**src/hdl/ehe_pkg.sv**
```systemverilog
// ----------------------------------------------------------------------------
// ehe_pkg
// shared constants, codes and control structs of the histogram equalizer
// ----------------------------------------------------------------------------
package ehe_pkg;

    localparam int MAX_WIDTH  = 64;
    localparam int MAX_HEIGHT = 64;
    localparam int COL_W      = $clog2(MAX_WIDTH);
    localparam int ROW_W      = $clog2(MAX_HEIGHT);
    localparam int DEPTH      = MAX_WIDTH * MAX_HEIGHT;
    localparam int ADDR_W     = $clog2(DEPTH);
    localparam int AREA_W     = ADDR_W + 1;

    localparam int DIM_W      = 7;
    localparam int TONE_W     = 9;
    localparam int PIX_W      = 8;
    localparam int INDEX_W    = 12;
    localparam int CFG_IDX_W  = 2;
    localparam int CFG_DATA_W = 9;

    localparam int KA_W       = 8;
    localparam int KB_W       = 11;
    localparam int KC_W       = 12;
    localparam int KEY_W      = KA_W + KB_W + KC_W;

    localparam int DVD_W      = TONE_W + ADDR_W;
    localparam int DVS_W      = AREA_W;
    localparam int DIV_STEPS  = DVD_W;
    localparam int DCNT_W     = $clog2(DIV_STEPS + 1);

    localparam logic KIND_LOAD = 1'b0;
    localparam logic KIND_READ = 1'b1;

    typedef enum logic [CFG_IDX_W-1:0] {
        CFG_WIDTH  = 2'd0,
        CFG_HEIGHT = 2'd1,
        CFG_TONE   = 2'd2,
        CFG_BORDER = 2'd3
    } t_cfg_idx;

    typedef struct packed {
        logic load_we;
        logic capture;
        logic key_run;
        logic rank_run;
        logic div_run;
        logic out_load;
        logic out_zero;
    } t_cmd;

    typedef struct packed {
        logic in_range;
        logic key_done;
        logic rank_done;
        logic div_done;
    } t_sts;

endpackage

```
**src/hdl/ehe_ctrl.sv**
```systemverilog
// ----------------------------------------------------------------------------
// ehe_ctrl
// sequencer for loads, ranking, rank lookup and output word handoff
// ----------------------------------------------------------------------------
module ehe_ctrl
    import ehe_pkg::*;
(
    input  logic i_clk,
    input  logic i_rst_n,
    input  logic i_in_valid,
    input  logic i_in_kind,
    input  logic i_cfg_valid,
    input  logic i_out_ready,
    input  t_sts i_sts,
    output logic o_in_ready,
    output logic o_out_valid,
    output t_cmd o_cmd
);

    typedef enum logic [2:0] {
        S_IDLE,
        S_KEY,
        S_RANK,
        S_RD1,
        S_RD2,
        S_DIV,
        S_FIN
    } t_state;

    t_state r_state;
    t_state n_state;
    logic   r_ranks_valid;
    logic   r_zero;
    logic   r_out_valid;
    logic   accept;
    logic   out_free;

    assign accept   = i_in_valid && (r_state == S_IDLE);
    assign out_free = !r_out_valid || i_out_ready;

    always_comb begin
        n_state = r_state;
        case (r_state)
            S_IDLE: begin
                if (accept && i_in_kind == KIND_READ) begin
                    if (!i_sts.in_range) begin
                        n_state = S_FIN;
                    end else if (r_ranks_valid) begin
                        n_state = S_RD1;
                    end else begin
                        n_state = S_KEY;
                    end
                end
            end
            S_KEY:   if (i_sts.key_done) n_state = S_RANK;
            S_RANK:  if (i_sts.rank_done) n_state = S_RD1;
            S_RD1:   n_state = S_RD2;
            S_RD2:   n_state = S_DIV;
            S_DIV:   if (i_sts.div_done) n_state = S_FIN;
            S_FIN:   if (out_free) n_state = S_IDLE;
            default: n_state = S_IDLE;
        endcase
    end

    always_comb begin
        o_cmd          = '0;
        o_cmd.load_we  = accept && i_in_kind == KIND_LOAD && i_sts.in_range;
        o_cmd.capture  = accept;
        o_cmd.key_run  = (r_state == S_KEY);
        o_cmd.rank_run = (r_state == S_RANK);
        o_cmd.div_run  = (r_state == S_DIV) || (r_state == S_FIN);
        o_cmd.out_load = (r_state == S_FIN) && out_free;
        o_cmd.out_zero = r_zero;
    end

    always_ff @(posedge i_clk) begin
        if (!i_rst_n) begin
            r_state       <= S_IDLE;
            r_ranks_valid <= 1'b0;
            r_zero        <= 1'b0;
            r_out_valid   <= 1'b0;
        end else begin
            r_state <= n_state;
            if (i_cfg_valid || o_cmd.load_we) begin
                r_ranks_valid <= 1'b0;
            end else if (i_sts.rank_done) begin
                r_ranks_valid <= 1'b1;
            end
            if (accept) begin
                r_zero <= !i_sts.in_range;
            end
            if (o_cmd.out_load) begin
                r_out_valid <= 1'b1;
            end else if (i_out_ready) begin
                r_out_valid <= 1'b0;
            end
        end
    end

    assign o_in_ready  = (r_state == S_IDLE);
    assign o_out_valid = r_out_valid;

endmodule

```
**config.mk**
```make
export PLATFORM = sky130hd
export DESIGN_NAME = ehe_ctrl
export DESIGN_NICKNAME = d
export VERILOG_FILES = /design/src/hdl/ehe_pkg.sv /design/src/hdl/ehe_ctrl.sv
export SDC_FILE = /design/constraint.sdc
export NUM_CORES = 1
export LEC_CHECK = 0
export BUFFER_PORTS_ARGS = -buffer_cell sky130_fd_sc_hd__buf_2
export CAP_MARGIN = 20
export CORE_AREA = 2 2 39 41
export DETAILED_ROUTE_END_ITERATION = 10
export DIE_AREA = 0 0 41 43
export SYNTH_ARGS = -nofsm -noshare
export SYNTH_HDL_FRONTEND = slang
export SYNTH_SLANG_ARGS = --single-unit
```
**constraint.sdc**
```tcl
create_clock -name i_clk -period 1.2 [get_ports i_clk]
set_input_delay 0.12 -clock i_clk [delete_from_list [all_inputs] [get_ports i_clk]]
set_output_delay 0.12 -clock i_clk [all_outputs]
set_load 0.1 [all_outputs]
```
# Word-level counts from Yosys, hierarchy flattened
# Index checks and enable logic that the tools add are counted.
[totals]
regBits = 6
latchBits = 0
ram_bits = 0
mem_bits_ro = 0
out_inout_bits = 9
elab_cells = 41
mem_count = 0
[op_classes]
addsub = 0
n_mul = 0
div = 0
magnitude_cmp = 0
n_eq_ne = 11
shifts = 0
muxes = 10
bitwise = 2
n_reduce_logical = 14
[op_table]
columns = ["op", "n"]
rows = [
  ["$pmux 3 s7", 1],
  ["$mux 3", 6],
  ["$eq 3x3->1 const B", 3],
  ["$ne 2x2->1 const B", 4],
  ["$eq 3x2->1 const B", 2],
  ["$logic_and 1x1->1", 5],
  ["$reduce_and 5->1", 1],
  ["$eq 3x1->1 const B", 1],
  ["$logic_not 3->1", 1],
  ["$logic_or 1x1->1", 3],
  ["$logic_not 1->1", 2],
  ["$mux 1", 2],
  ["$mux 2", 1],
  ["$ne 2x1->1 const B", 1],
  ["$not 1->1", 2],
  ["$reduce_bool 2->1", 1],
  ["$reduce_or 2->1", 1],
]

# Longest topological paths before layout
[depth]
word_depth = 6
depth_mapped = 4
depth_no_buf = 3

# Worst setup path after synthesis
# OpenSTA, ideal clock, no wires.
[synth_path]
path_type = "reg2out"
from = "register r_state[0]"
to = "output port o_cmd[2] (netlist bit)"
arrival_ns = 2.784
required_ns = 1.080
path_slack_ns = -1.704
path_stages_with_launch = 4
path_buffers = 1
cell_sequence = "dfxtp_1 > buf_6 > nand2b_1 > a21boi_0"
[synth_rtl]
columns = ["element", "line_no", "source"]
rows = [
  ["start, declared", "ehe_ctrl.sv:30", "t_state r_state;"],
  ["start signal, assigned", "ehe_ctrl.sv:83", "r_state <= n_state;"],
  ["end, declared", "ehe_ctrl.sv:17", "output t_cmd o_cmd"],
]

==> flow_summary.json <==
{
  "tightestPinTransition_ns": 0.484,
  "core_um2": 1380,
  "cp_max_fo": 4,
  "die_w_um": 41,
  "cp.required_ns": 1.08,
  "dpl.hpwl_um": 914,
  "outcome": "finished, violations left",
  "ys_ff_latch": 6,
  "grt_first_pass_wirelength_um": 2060,
  "syn-mean-instance-area_um2": 9.37,
  "slowest_stage": "dfxtp_4",
  "final_common_cell": "buf_2",
  "drt_pass1_iterations": 4,
  "grt_max_degree": 8,
  "drive_gt1_share_pct": 78.6,
  "period_minus_slack_ns": 1.45,
  "routed_wl_um": 1430,
  "crit_path_end_kind": "primary output",
  "layout_setup_ws_ns": -0.249,
  "start_util_pct": 31.8,
  "grt_pass1_vias": 470,
  "cts_root_buffer": "clkbuf_4",
  "syn2layout_area_growth_pct": 117,
  "final_cell_mix": "11 x buf_2, 10 x buf_4, 9 x buf_6",
  "p_leak_nw": 0.409,
  "postLayoutCellArea_um2": 955,
  "grt_usage_pct": 17.8,
  "grt-ovfl-total": 0,
  "r2r-start": "r_state[1]$_SDFFE_PN0P_",
  "ctsHtreeMaxLevel": 1,
  "multi_input_area_um2": 378,
  "io_buffers": 18,
  "dpl_worst_slack_ns": -0.0364,
  "antenna-diode-count": 0,
  "pwr-share-seq_pct": 13.2,
  "cts_tree": "yes",
  "nFillCells": 100,
  "r2r_end": "r_state[0]$_SDFFE_PN0P_",
  "antenna_left": 0,
  "syn_inst": 47,
  "crit_family": "simple AND/OR/NAND/NOR gates",
  "powerDensity_nw_per_um2": 3130,
  "violations": "setup timing",
  "reg2reg_slack_ns": -0.13,
  "finalSetupViolCount": 11,
  "crit_start": "r_state[0]$_SDFFE_PN0P_",
  "slowest_delay_ns": 0.37,
  "clk_pin_slew_ns": 0.05,
  "synth_cell_type_count": 30,
  "path_depth": 3,
  "wl_per_cell_um": 14.3,
  "power_frac_comb_pct": 79.8,
  "reg2reg_depth": 6,
  "drv_slew": 0,
  "seq_area_frac_synth_pct": 27.3,
  "nets": 95,
  "syn-num-nets": 57,
  "fin_skew_ns": 0.00437,
  "slew_headroom_pct": 67.9,
  "rsz0062_at_grt": "true",
  "hold_buffers": 0,
  "clk_path_buf_depth": 2,
  "vias": 502,
  "max_freq_ghz": 0.690,
  "cp.arrival_ns": 1.33,
  "p_sw_share_pct": 50.0,
  "synth_area_um2": 440,
  "antenna_found_initial": 0,
  "max-vdd-ir-drop_v": 0.00207,
  "regArea_um2": 135,
  "hold_viol_final": 0,
  "pin_count": 19,
  "die_area_um2": 1760,
  "die_h_um": 43,
  "cp-endpoint": "o_cmd[6]",
  "clkSinkCount": 6,
  "clk_latency_ns": 0.25,
  "drcViolationCount": 0,
  "holdCritPathClass": "input pin to flip-flop",
  "hold_depth": 2,
  "p_int_w": 0.00149,
  "via_per_inst": 5.02,
  "path_cells": "nor4b_4 -> and3b_4 -> buf_12",
  "cts_buffers": 3,
  "crit_type": "flip-flop to primary output",
  "ys_warn_count": 0,
  "timing.final.crit_share_pct": 121,
  "drt-initial-drc-count": 8,
  "p_clk_share_pct": 7.0,
  "switching_power_w": 0.00149,
  "gp_routability_congestion": 0.801,
  "cap_violations": 0,
  "postPlaceCellArea_um2": 749,
  "rows": 14,
  "timing.critical_path.buf_inv": 1,
  "start_kind": "flip-flop"
}
## cells in the mapped netlist, drive strengths merged
library cell	count	share of area, %
a2111oi	1	3.4
a211oi	2	4.5
a21boi	2	3.4
a21oi	2	2.3
a221oi	1	3.4
a2bb2oi	1	2.0
a31oi	1	1.4
and3b	1	2.0
and4	1	2.0
buf	5	10
dfxtp	6	27
inv	1	0.85
mux2	1	2.6
nand2	2	1.7
nand2b	3	4.3
nand3b	2	6.3
nor2	5	4.8
nor2b	1	1.4
nor3	2	2.3
nor4	1	1.4
nor4b	1	3.4
o21a	1	1.7
o22ai	1	1.4
o2bb2ai	1	2.0
or3b	2	4.0
## power by group through the flow
| stage | combinational, W | clock (W) | sequential (W) |
|---|---|---|---|
| after CTS | 0.00214 | 0.000220 | 0.000371 |
| after detailed placement | 0.00193 | 0 | 0.000370 |
| final | 0.00238 | 0.000210 | 0.000394 |
| after global placement | 0.00191 | 0 | 0.000366 |
| after floorplan | 0.00138 | 0 | 0.000338 |
| after global routing | 0.00248 | 0.000238 | 0.000402 |
## how the worst min path moves through the flow
stage / start / endpoint / slack, ns
finish: i_cfg_valid / r_ranks_valid$_SDFFE_PP0P_ / 0.03
global route: i_cfg_valid / r_ranks_valid$_SDFFE_PP0P_ / 0.02
CTS: i_cfg_valid / r_ranks_valid$_SDFFE_PP0P_ / 0.02
detailed placement: i_cfg_valid / r_ranks_valid$_SDFFE_PP0P_ / 0.29
global placement: i_cfg_valid / r_ranks_valid$_SDFFE_PP0P_ / 0.29
floorplan: i_cfg_valid / r_ranks_valid$_SDFFE_PP0P_ / 0.20
## timing repair
| action | 4_1_cts | 5_1_grt |
|---|---|---|
| pin swaps | 8 | 10 |
| resized for setup | 7 | 14 |
| buffers inserted | 8 | 5 |
| endpoints found under the setup margin | 8 | 11 |
## layout make-up
| class | instances | area share, % |
|---|---|---|
| Clock buffer | 4 | 2.75 |
| Inverter | 1 | 0.393 |
| Multi-Input combinational cell | 35 | 39.6 |
| Tap cell | 16 | 2.10 |
| Timing Repair Buffer | 38 | 41.0 |
| Sequential cell | 6 | 14.2 |
## worst reg2reg max path: stages (launching register included)
cell      delay [ns]
dfxtp_4         0.37
buf_6           0.12
buf_6           0.12
a211oi_4        0.26
buf_4           0.16
nand2_2         0.05
and4_1          0.14
## flip-flops by register name (all words and copies together) (netlist names)
name and cells:
r_state 3, o_out_valid 1, r_ranks_valid 1, r_zero 1
## stage by stage
stage	std cells	setup TNS, ns	hold WS [ns]	util [%]	total power (W)
5_1_grt	100	-2.05	0.0219	69.0	0.00312
3_3_place_gp	84	-0.00529	0.290	54.2	0.00228
6_report	100	-1.47	0.0305	69.0	0.00298
4_1_cts	96	-1.47	0.0236	62.5	0.00273
3_5_place_dp	84	-0.0416	0.287	54.2	0.00230
2_1_floorplan	47	-0.627	0.198	-	0.00172
## kinds of logic after synthesis
kind of cell    synth area share [%]
simple gates                    33.5
compound gates                  25.6
flops                           27.3
buf+inv                         11.1
mux                             2.56
## per-layer routing
metal,vias up,GRT usage (%),wire [µm]
li1,250,-,-
met1,236,22.9,578
met2,16,26.6,772
met3,0,7.85,78
met4,0,4.00,0
met5,-,0,0
Note: power is estimated with default switching activity, not from simulation.
